## config.mk

```make
export PLATFORM = sky130hd
export DESIGN_NAME = gnss_binary_frame_splitter
export DESIGN_NICKNAME = d
export VERILOG_FILES = /design/src/hdl/gbfs_pkg.sv /design/src/hdl/gbfs_in_stage.sv /design/src/hdl/gbfs_parser.sv /design/src/hdl/gnss_binary_frame_splitter.sv
export VERILOG_INCLUDE_DIRS = /design/src /design/src/hdl
export SDC_FILE = /design/constraint.sdc
export NUM_CORES = 1
export LEC_CHECK = 0
export ABC_AREA = 1
export BUFFER_PORTS_ARGS = -buffer_cell sky130_fd_sc_hd__buf_4
export CORE_MARGIN = 2
export CORE_UTILIZATION = 55
export DETAILED_ROUTE_END_ITERATION = 8
export GPL_ROUTABILITY_DRIVEN = 0
export PLACE_DENSITY = 0.75
export SYNTH_ARGS = -nofsm -noshare
export SYNTH_HDL_FRONTEND = slang
export SYNTH_SLANG_ARGS = --single-unit
export TNS_END_PERCENT = 30
```

## constraint.sdc

```tcl
create_clock -name i_clk -period 5.2 [get_ports i_clk]
set_clock_uncertainty 0.05 [all_clocks]
set_input_delay 0 -clock i_clk [delete_from_list [all_inputs] [get_ports i_clk]]
set_output_delay 0 -clock i_clk [all_outputs]
set_load 0.03 [all_outputs]
```

## src/hdl/gnss_binary_frame_splitter_defines.svh

```systemverilog
// assertion macros for the gnss binary frame splitter
// no dependencies; included by modules that carry assertions
`ifndef GNSS_BINARY_FRAME_SPLITTER_DEFINES_SVH
`define GNSS_BINARY_FRAME_SPLITTER_DEFINES_SVH

`ifndef ASSERT_OFF
`define GBFS_ASSERT(lbl, clk, rst_n, prop) \
    lbl: assert property (@(posedge clk) disable iff (!rst_n) prop) \
        else $error("gbfs assertion failed");
`define GBFS_ASSERT_ALWAYS(lbl, clk, prop) \
    lbl: assert property (@(posedge clk) prop) \
        else $error("gbfs assertion failed");
`else
`define GBFS_ASSERT(lbl, clk, rst_n, prop)
`define GBFS_ASSERT_ALWAYS(lbl, clk, prop)
`endif

`endif

```

## src/hdl/gbfs_pkg.sv

```systemverilog
// shared types and constants for the gnss binary frame splitter
// no dependencies
package gbfs_pkg;

    localparam int BUFFER_BYTES = 65536;
    localparam int POS_W        = $clog2(BUFFER_BYTES);

    localparam logic [7:0]  SYNC_FIRST  = 8'hBA;
    localparam logic [7:0]  SYNC_SECOND = 8'hCE;
    localparam logic [15:0] PAY_LIMIT_RESET = 16'd2048;
    localparam int          HEAD_BYTES  = 6;
    localparam int          TRAIL_BYTES = 4;

    localparam int K_W = 17;
    localparam logic [K_W-1:0] K_SYNC0  = K_W'(0);
    localparam logic [K_W-1:0] K_SYNC1  = K_W'(1);
    localparam logic [K_W-1:0] K_LEN_LO = K_W'(2);
    localparam logic [K_W-1:0] K_LEN_HI = K_W'(3);
    localparam logic [K_W-1:0] K_CLASS  = K_W'(4);
    localparam logic [K_W-1:0] K_MSG    = K_W'(5);

    typedef enum logic [1:0] {
        ST_GOOD   = 2'd0,
        ST_SYNC   = 2'd1,
        ST_LENGTH = 2'd2,
        ST_SUM    = 2'd3
    } t_status;

    typedef struct packed {
        logic [7:0] data_byte;
        logic       buffer_start;
    } t_in_item;

    typedef struct packed {
        t_status     frame_status;
        logic [15:0] frame_offset;
        logic [16:0] total_len;
        logic [15:0] pay_len;
        logic [7:0]  cls_byte;
        logic [7:0]  msg_byte;
    } t_result;

endpackage

```

## src/hdl/gbfs_in_stage.sv

```systemverilog
// input register stage of the frame splitter
// depends on gbfs_pkg
module gbfs_in_stage import gbfs_pkg::*; (
    input  logic     i_clk,
    input  logic     i_rst_n,
    input  logic     i_valid,
    output logic     o_ready,
    input  t_in_item i_item,
    output logic     o_valid,
    input  logic     i_take,
    output t_in_item o_item
);

    logic     r_valid;
    t_in_item r_item;

    assign o_ready = !r_valid || i_take;
    assign o_valid = r_valid;
    assign o_item  = r_item;

    always_ff @(posedge i_clk) begin
        if (!i_rst_n) begin
            r_valid <= 1'b0;
        end else if (o_ready) begin
            r_valid <= i_valid;
        end
    end

    always_ff @(posedge i_clk) begin
        if (o_ready && i_valid) begin
            r_item <= i_item;
        end
    end

endmodule

```

## src/hdl/gbfs_parser.sv

```systemverilog
// frame parse state, checksum and result register of the frame splitter
// depends on gbfs_pkg and gnss_binary_frame_splitter_defines.svh
`include "gnss_binary_frame_splitter_defines.svh"

module gbfs_parser import gbfs_pkg::*; (
    input  logic        i_clk,
    input  logic        i_rst_n,
    input  logic [15:0] i_pay_limit,
    input  logic        i_valid,
    output logic        o_take,
    input  t_in_item    i_item,
    output logic        o_res_valid,
    input  logic        i_res_ready,
    output t_result     o_res
);

    localparam logic [POS_W-1:0] POS_LAST = POS_W'(BUFFER_BYTES - 1);

    logic [POS_W-1:0] r_pos, n_pos;
    logic [POS_W-1:0] r_fstart, n_fstart;
    logic [K_W-1:0]   r_k, n_k;
    logic             r_halted, n_halted;
    logic [15:0]      r_len, n_len;
    logic [7:0]       r_cls, n_cls;
    logic [7:0]       r_msg, n_msg;
    logic [31:0]      r_sum, n_sum;
    logic [23:0]      r_wa, n_wa;
    logic             r_mism, n_mism;
    logic             r_res_valid;
    t_result          r_res, n_res;

    logic             fire;
    logic             emit;
    logic [POS_W-1:0] pos;
    logic [K_W-1:0]   k;
    logic             halt;
    logic [7:0]       b;
    logic [1:0]       lane;
    logic             mism_now;

    assign fire   = i_valid && (!r_res_valid || i_res_ready);
    assign o_take = fire;
    assign b      = i_item.data_byte;
    assign lane   = 2'(r_k[1:0] - 2'd2 - r_len[1:0]);

    always_comb begin
        pos      = i_item.buffer_start ? '0 : r_pos;
        k        = i_item.buffer_start ? '0 : r_k;
        halt     = i_item.buffer_start ? 1'b0 : r_halted;
        n_pos    = r_pos;
        n_fstart = r_fstart;
        n_k      = r_k;
        n_halted = r_halted;
        n_len    = r_len;
        n_cls    = r_cls;
        n_msg    = r_msg;
        n_sum    = r_sum;
        n_wa     = r_wa;
        n_mism   = r_mism;
        emit     = 1'b0;
        mism_now = 1'b0;
        n_res    = '0;
        if (fire) begin
            n_pos    = (pos == POS_LAST) ? '0 : POS_W'(pos + 1'b1);
            n_k      = k;
            n_halted = halt;
            if (!halt) begin
                n_k = K_W'(k + 1'b1);
                case (k)
                    K_SYNC0: begin
                        n_fstart = pos;
                        if (b != SYNC_FIRST) begin
                            emit = 1'b1;
                            n_res.frame_status = ST_SYNC;
                        end
                    end
                    K_SYNC1: begin
                        if (b != SYNC_SECOND) begin
                            emit = 1'b1;
                            n_res.frame_status = ST_SYNC;
                        end
                    end
                    K_LEN_LO: n_len = {8'd0, b};
                    K_LEN_HI: begin
                        n_len = {b, r_len[7:0]};
                        if (n_len > i_pay_limit || n_len[1:0] != 2'd0) begin
                            emit = 1'b1;
                            n_res.frame_status = ST_LENGTH;
                            n_res.pay_len      = n_len;
                        end
                    end
                    K_CLASS: n_cls = b;
                    K_MSG: begin
                        n_msg  = b;
                        n_sum  = {b, r_cls, r_len};
                        n_wa   = '0;
                        n_mism = 1'b0;
                    end
                    default: begin
                        if (k < K_W'(r_len) + K_W'(HEAD_BYTES)) begin
                            case (lane)
                                2'd0: n_wa = {r_wa[23:8], b};
                                2'd1: n_wa = {r_wa[23:16], b, r_wa[7:0]};
                                2'd2: n_wa = {b, r_wa[15:0]};
                                default: begin
                                    n_sum = r_sum + {b, r_wa};
                                    n_wa  = '0;
                                end
                            endcase
                        end else begin
                            mism_now = r_sum[8*lane +: 8] != b;
                            n_mism   = r_mism || mism_now;
                            if (lane == 2'd3) begin
                                emit = 1'b1;
                                n_k  = '0;
                                n_halted = n_mism;
                                n_res.frame_status = n_mism ? ST_SUM : ST_GOOD;
                                n_res.total_len    = K_W'(r_len)
                                    + K_W'(HEAD_BYTES + TRAIL_BYTES);
                                n_res.pay_len      = r_len;
                                n_res.cls_byte     = r_cls;
                                n_res.msg_byte     = r_msg;
                            end
                        end
                    end
                endcase
                if (emit && n_res.frame_status != ST_GOOD) begin
                    n_halted = 1'b1;
                    n_k      = '0;
                end
            end
        end
        n_res.frame_offset = 16'(n_fstart);
    end

    always_ff @(posedge i_clk) begin
        if (!i_rst_n) begin
            r_pos       <= '0;
            r_fstart    <= '0;
            r_k         <= '0;
            r_halted    <= 1'b0;
            r_res_valid <= 1'b0;
        end else begin
            r_pos    <= n_pos;
            r_fstart <= n_fstart;
            r_k      <= n_k;
            r_halted <= n_halted;
            if (fire && emit) begin
                r_res_valid <= 1'b1;
            end else if (i_res_ready) begin
                r_res_valid <= 1'b0;
            end
        end
    end

    always_ff @(posedge i_clk) begin
        r_len  <= n_len;
        r_cls  <= n_cls;
        r_msg  <= n_msg;
        r_sum  <= n_sum;
        r_wa   <= n_wa;
        r_mism <= n_mism;
        if (fire && emit) begin
            r_res <= n_res;
        end
    end

    assign o_res_valid = r_res_valid;
    assign o_res       = r_res;

    `GBFS_ASSERT(a_good_len, i_clk, i_rst_n,
        (r_res_valid && r_res.frame_status == ST_GOOD)
            |-> (r_res.total_len == K_W'(r_res.pay_len) + K_W'(HEAD_BYTES + TRAIL_BYTES)))
    `GBFS_ASSERT(a_err_fields, i_clk, i_rst_n,
        (r_res_valid && (r_res.frame_status == ST_SYNC || r_res.frame_status == ST_LENGTH))
            |-> (r_res.total_len == '0 && r_res.cls_byte == '0 && r_res.msg_byte == '0))
    `GBFS_ASSERT(a_fault_halts, i_clk, i_rst_n,
        (fire && emit && n_res.frame_status != ST_GOOD) |=> r_halted)
    `GBFS_ASSERT(a_halt_idle, i_clk, i_rst_n,
        r_halted |-> (r_k == '0))

endmodule

```

## src/hdl/gnss_binary_frame_splitter.sv

```systemverilog
// gnss binary frame splitter, top level
// depends on gbfs_pkg, gbfs_in_stage and gbfs_parser
//
// Bytes of a receive buffer enter on the s_axis channel, one per transaction;
// tuser bit 0 marks the first byte of a new buffer, which clears the offset,
// any frame in progress and an error halt. Frames (sync BA CE, length,
// class, message id, payload, 32-bit sum trailer) are parsed back to back.
// Each good frame, and the first fault of a buffer, gives one transaction on
// the m_axis channel; after a fault bytes are ignored until the next buffer
// start. The cfg channel writes the largest accepted payload length (reset
// 2048) and is always ready; write it only while the block is idle.
// One byte is accepted per cycle while no m_axis stall holds a result. A
// byte passes an input register and is parsed into the result register.
// When m_axis stalls with a result pending, one more byte is held in the
// input register before s_axis tready drops. Reset clears both registers
// and the parse state; the block then behaves as if a buffer had started.
module gnss_binary_frame_splitter import gbfs_pkg::*; (
    input  logic        i_clk,
    input  logic        i_rst_n,
    input  logic        i_cfg_valid,
    output logic        o_cfg_ready,
    input  logic [15:0] i_cfg_data,       // payload length limit
    input  logic        i_s_axis_tvalid,
    output logic        o_s_axis_tready,
    input  logic [7:0]  i_s_axis_tdata,   // data_byte
    input  logic [0:0]  i_s_axis_tuser,   // buffer_start
    output logic        o_m_axis_tvalid,
    input  logic        i_m_axis_tready,
    // frame_offset[15:0], total length[32:16], payload length[48:33],
    // class[56:49], message id[64:57], zero fill[71:65]
    output logic [71:0] o_m_axis_tdata,
    output logic [1:0]  o_m_axis_tuser    // frame_status
);

    logic [15:0] r_pay_limit;
    t_in_item    in_item;
    t_in_item    stage_item;
    logic        stage_valid;
    logic        take;
    t_result     res;

    assign o_cfg_ready = 1'b1;

    always_ff @(posedge i_clk) begin
        if (!i_rst_n) begin
            r_pay_limit <= PAY_LIMIT_RESET;
        end else if (i_cfg_valid) begin
            r_pay_limit <= i_cfg_data;
        end
    end

    assign in_item.data_byte    = i_s_axis_tdata;
    assign in_item.buffer_start = i_s_axis_tuser[0];

    gbfs_in_stage u_in_stage (
        .i_clk   (i_clk),
        .i_rst_n (i_rst_n),
        .i_valid (i_s_axis_tvalid),
        .o_ready (o_s_axis_tready),
        .i_item  (in_item),
        .o_valid (stage_valid),
        .i_take  (take),
        .o_item  (stage_item)
    );

    gbfs_parser u_parser (
        .i_clk         (i_clk),
        .i_rst_n       (i_rst_n),
        .i_pay_limit   (r_pay_limit),
        .i_valid       (stage_valid),
        .o_take        (take),
        .i_item        (stage_item),
        .o_res_valid   (o_m_axis_tvalid),
        .i_res_ready   (i_m_axis_tready),
        .o_res         (res)
    );

    assign o_m_axis_tdata = {7'd0, res.msg_byte, res.cls_byte, res.pay_len,
                             res.total_len, res.frame_offset};
    assign o_m_axis_tuser = res.frame_status;

endmodule

```

Yosys cells after proc, flatten, opt, wreduce, memory -nomap -nowiden --
Index checks and enable logic that the tools add are counted.
Storage, ports and cells: register bits after elaboration 233, latch bits 0, RAM bits 0, memory bits (read-only) 0, bits of input ports 30, output and inout port bits 77, logic and storage cells 140, memories 0
Cells by class: add/sub/neg operators 7, multiply operators 0, div/mod/pow operators 0, order comparisons 2, equal/unequal tests 17, shift-type cells 1, multiplexer cells 51, bitwise gates (word level) 5, reduce and logical (&&, ||, !) cells 33
Operator list (count):
- $mux W32 | 4
- $mux W17 | 6
- $mux W16 | 6
- $pmux W24 S3 | 1
- $pmux W16 S2 | 2
- $pmux W32 S2 | 1
- $pmux W24 S2 | 1
- $eq A17 B2 Y1 const B | 2
- $eq A17 B3 Y1 const B | 2
- $add A32 B32 Y32 | 1
- $shiftx A32 B6 Y8 | 1
- $mux W24 | 1
- $mux W1 | 20
- $reduce_and A6 Y1 | 3
- $add A16 B3 Y17 const B | 1
- $add A16 B4 Y17 const B | 1
- $add A17 B1 Y17 const B | 1
- $eq A17 B1 Y1 const B | 1
- $logic_not A17 Y1 | 1
- $lt A17 B17 Y1 | 1
- $add A16 B1 Y16 const B | 1
- $eq A16 B16 Y1 const B | 1
- $gt A16 B16 Y1 | 1
- $ne A8 B8 Y1 const B | 2
- other kinds (25) | 54

Logic depth before layout (Yosys ltp) --
word-level depth 15, mapped depth 23

By module --
A second synthesis with hierarchy kept.
Second synthesis, totals: cells, all modules 1693, area total of the unflattened synthesis 13828.3 µm²
By module, submodules not included:
- gbfs_parser | instances 1, cells an instance 1567, area an instance 12767.2 µm², sequential area each 5705.5 µm²
- gnss_binary_frame_splitter | instances 1, cells an instance 110, area an instance 739.5 µm², sequential area each 320.3 µm²
- gbfs_in_stage | instances 1, cells an instance 16, area an instance 321.6 µm², sequential area each 290.3 µm²

Least setup slack after synthesis --
No wires, ideal clock.
kind reg2reg, start register u_parser.r_len[1], end register u_parser.r_sum[0] (enable), setup time 0.470 ns, arrival time 4.985 ns, required time 4.680 ns, slack -0.305 ns, cell stages (with the launch flop) 19, path buffers 0, clock period less this slack 5.505 ns, cells stage by stage edfxtp_1 inv_2 ha_1 or2_2 nor2_1 nand2_1 nor2_1 nand2_1 nor2_1 xor2_1 ha_1 nand2_1 nor2_1 and2_1 o2111ai_1 nand3_1 nand2_1 inv_1 a211oi_1
Between the ends: word-level cells in the longest chain between the ends 5, elaborated cells on any way between the ends 10, those cells by class add/sub: 2; order compare: 1; eq/ne: 3; reduce/logical: 4
Ends and longest elaborated chain:
- from (decl) | RTL line gbfs_parser.sv:23 | logic [15:0] r_len, n_len;
- from (signal assigned) | RTL line gbfs_parser.sv:157 | r_len <= n_len;
- parallel branches: the longest is 4 deep, another holds $add A16 B3 Y17
- $reduce_and A5 Y1 (no line) (*)
- to (signal assigned) | RTL line gbfs_parser.sv:160 | r_sum <= n_sum;
- to (decl) | RTL line gbfs_parser.sv:26 | logic [31:0] r_sum, n_sum;
Every way passes the cells marked *. A chain may end at the register's enable or synchronous reset.

Worst setup path after layout --
start register u_parser.r_len[2], end register u_parser.r_res, in the netlist u_parser.o_res[25] (data pin)
Between the ends: word-level cells in the longest chain between the ends 4, elaborated cells on any way between the ends 7, those cells by class add/sub: 1; order compare: 2; mux: 3; reduce/logical: 1
Ends and longest elaborated chain:
- $add A16 B3 Y17 or $gt A16 B16 Y1 (tied branches) | RTL line gbfs_parser.sv:100, gbfs_parser.sv:86
- $lt A17 B17 Y1 or $logic_or A1 B1 Y1 (tied branches) | RTL line gbfs_parser.sv:100, gbfs_parser.sv:86
- $mux W32 or $mux W16 (tied branches) | RTL line gbfs_parser.sv:100, gbfs_parser.sv:86
- $pmux W16 S2 (*) | RTL line gbfs_parser.sv:69 | case (k)
- to (signal assigned) | RTL line gbfs_parser.sv:164 | r_res <= n_res;
- to (decl) | RTL line gbfs_parser.sv:30 | t_result r_res, n_res;
Every way passes the cells marked *; elsewhere a longest branch is shown, timed or not.

==> flow_summary.json <==
{
  "critPathSlowestCell": "nand2_2",
  "synth_top_area_cell": "edfxtp_1",
  "dp_hpwl_um": 27610,
  "ys.warnings.count": 0,
  "crit_end": "u_parser.o_res[25]",
  "design_area_um2": 16060,
  "fp.dieW_um": 162.9,
  "wl_per_cell_um": 17.91,
  "port_buffers": 98,
  "power_mw": 4.264,
  "multi_input_area_um2": 6367,
  "cts_max_level": 1,
  "status": "complete, no violations",
  "place_area_um2": 14860,
  "core_um2": 24960,
  "antenna_found_initial": 0,
  "worst_pin_slew_ns": 0.9477,
  "grt_use_total_pct": 29.25,
  "drt_wl_total_um": 38500,
  "rr_worst_depth": 21,
  "overflow": 0,
  "layout-drive-gt1-share_pct": 13.19,
  "relSlewSlack_pct": 36.60,
  "required_ns": 5.38,
  "synthArstFlopShare_pct": 0,
  "setup_tns_ns": 0,
  "ir_worst_vdd_v": 0.0002851,
  "area.sequential_um2": 6316,
  "grt_pass1_vias": 11939,
  "max_stage_delay_ns": 0.70,
  "fill_cells": 2064,
  "synth_area_leaders": "edfxtp_1 36%, nand2_1 9.9%, dfxtp_1 9.8%, ha_1 6.4%, inv_1 6.0%",
  "finalHoldViolCount": 0,
  "fin_crit_ns": 4.663,
  "drv_slew": 0,
  "worstSetupPathType": "flop to flop",
  "syn_inst": 1673,
  "cp-end-kind": "flop",
  "yosys-top-cells-count": "367 x nand2_1, 222 x inv_1, 165 x edfxtp_1",
  "diodes": 0,
  "dieArea_um2": 26530,
  "avgSynthCellArea_um2": 8.300,
  "cp_max_fo": 40,
  "drt-initial-drc-count": 1226,
  "power_density_nw_per_um2": 265.6,
  "initial_core_util_pct": 55.62,
  "synth-edff-count": 165,
  "die_y_um": 162.9,
  "numCtsBuffers": 24,
  "syn_area_um2": 13890,
  "cts_sinks": 233,
  "viasPerCell": 5.672,
  "reg2reg_to": "u_parser.o_res[25]",
  "period_share_pct": 89.67,
  "yosysTopAreaCellShare_pct": 35.68,
  "grt_setup_unrepaired": "no",
  "postCtsSetupBuffers": 0,
  "drtAntennaViolNets": 0,
  "drc_errors": 0,
  "clock_latency_ns": 0.52,
  "clk_pin_slew_ns": 0.07,
  "regToRegSetupSlack_ns": 0.54,
  "worst_setup_path_start_kind": "flop",
  "arrival_ns": 4.85,
  "fin_nets": 1904,
  "synth_seq_cells": 233,
  "power.leakage_nw": 7.205,
  "grt_pass1_wl_um": 61540,
  "vias": 12195,
  "firstDrtPassIters": 5,
  "crit_chain": "inv_1 > ha_1 > or2_2 > nor2_1 > nand2_1 > nor2_1 > nand2_1 > nor2_1 > xor2_1 > ha_1 > nand2_1 > nor2_1 > and2_1 > o2111ai_1 > nand3_1 > nand2_1 > inv_1 > nand2_2 > inv_2 > nand2_2 > o32ai_2",
  "synth_cell_types": 55,
  "ys_seq_area_share_pct": 45.49,
  "io_pins": 107,
  "finalSetupViolCount": 0,
  "synth_most_common_cell": "nand2_1",
  "clock-root-buffer": "clkbuf_16",
  "rows": 58,
  "final_util_pct": 64.32,
  "cap_viol_max_count": 0,
  "ys.flop_type": "edfxtp_1",
  "min_path_type": "primary input to flop",
  "syn_to_final_growth_pct": 15.63,
  "grt_max_degree": 49,
  "cts_resized": 0,
  "max_freq_ghz": 0.2145,
  "max-clock-path-buffers": 3,
  "critPathLaunch": "u_parser.r_len[2]",
  "r2r_start": "u_parser.r_len[2]",
  "cts_tree": "yes"
}
## where the power goes
part | total (mW) | switching, mW | internal (mW)
logic | 0.521 | 0.343 | 0.179
clock network | 1.66 | 0.721 | 0.936
registers | 2.09 | 0.0350 | 2.05
## flip-flops by register name, summed over array words and instances (netlist names)
signal / flops
u_parser.r_mism: 1
u_parser.r_halted: 1
u_parser.o_res: 67
u_in_stage.o_item: 9
u_parser.r_sum: 32
u_parser.r_k: 17
u_parser.o_res_valid: 1
u_parser.r_cls: 8
u_parser.r_msg: 8
u_parser.r_wa: 24
r_pay_limit: 16
u_parser.r_pos: 16
u_in_stage.o_valid: 1
u_parser.r_fstart: 16
u_parser.r_len: 16
## worst min path at each step
stage	startpoint	endpoint	slack (ns)	cells after the start
3_3_place_gp	i_s_axis_tdata[5]	u_in_stage.o_item[6]	0.13	1
6_report	i_s_axis_tuser	u_in_stage.o_item[0]	0.15	2
2_1_floorplan	i_s_axis_tuser	u_in_stage.o_item[0]	0.05	0
5_1_grt	i_s_axis_tuser	u_in_stage.o_item[0]	0.14	2
3_5_place_dp	i_s_axis_tdata[6]	u_in_stage.o_item[7]	0.13	1
4_1_cts	i_s_axis_tuser	u_in_stage.o_item[0]	0.13	2
## what timing repair did
| item | in CTS | in global routing |
|---|---|---|
| hold buffers | 45 | 0 |
| setup endpoints to repair | 0 | 0 |
| hold endpoints to repair | 31 | 0 |
## cell usage in the layout (no fill, tap or decap), drive strengths merged, types with 4 or more instances in the layout
master / Yosys / routed
nand2: 379 / 379
inv: 233 / 233
edfxtp: 165 / 165
nor2: 161 / 161
a21oi: 148 / 148
buf: 36 / 113
o21ai: 103 / 103
nand3: 87 / 87
ha: 71 / 71
dfxtp: 68 / 68
dlygate4sd3: 0 / 45
clkbuf: 25 / 39
xor2: 38 / 38
nand4: 30 / 30
or2: 26 / 26
nor3: 22 / 22
a211oi: 20 / 20
o21a: 8 / 8
nand3b: 8 / 8
o32ai: 8 / 8
conb: 2 / 8
xnor2: 7 / 7
clkinv: 2 / 6
a21o: 4 / 4
nor4: 4 / 4
## through the flow
stage          setup slack, ns  hold slack, ns  std cells
2_1_floorplan           0.8027         0.04887       1679
3_3_place_gp            0.7709          0.1289       2061
3_5_place_dp            0.5697          0.1296       2061
4_1_cts                 0.5515          0.1298       2150
5_1_grt                 0.1765          0.1441       2150
6_report                0.5370          0.1460       2150
## per-layer routing
metal  wire, um  share of wire (%)  GRT usage [%]  vias to the layer above
met3       2938                7.6          4.176                      105
li1           -                  -              -                     5808
met5          0                  0              0                        -
met2      18770                 49          50.58                      537
met4       1358                3.5          10.74                        0
met1      15430                 40          37.39                     5745
## worst max-delay path: cells and delay by family, from the launching register on
kind | cells | cell delay, ns
fa+ha+maj | 2 | 0.45
flops | 1 | 0.45
xor+xnor | 1 | 0.18
buf+inv | 3 | 0.22
simple gates | 13 | 2.76
compound gates | 2 | 0.24
## logic make-up after synthesis
kind of cell    share of synthesized area [%]
buf+inv                                 8.912
fa+ha+maj                               6.542
xor+xnor                                2.838
simple gates                            23.13
flops                                   45.49
mux                                   0.07209
other cells                           0.05408
compound gates                          12.97
## layout make-up
| cell class | instances | share of cell area (%) |
|---|---|---|
| Timing Repair Buffer | 158 | 8.244 |
| Clock inverter | 5 | 0.2494 |
| Tap cell | 330 | 2.572 |
| Inverter | 235 | 5.525 |
| Clock buffer | 39 | 4.418 |
| Sequential cell | 233 | 39.34 |
| Multi-Input combinational cell | 1150 | 39.66 |
No activity file was read; power rests on OpenSTA's default activity.
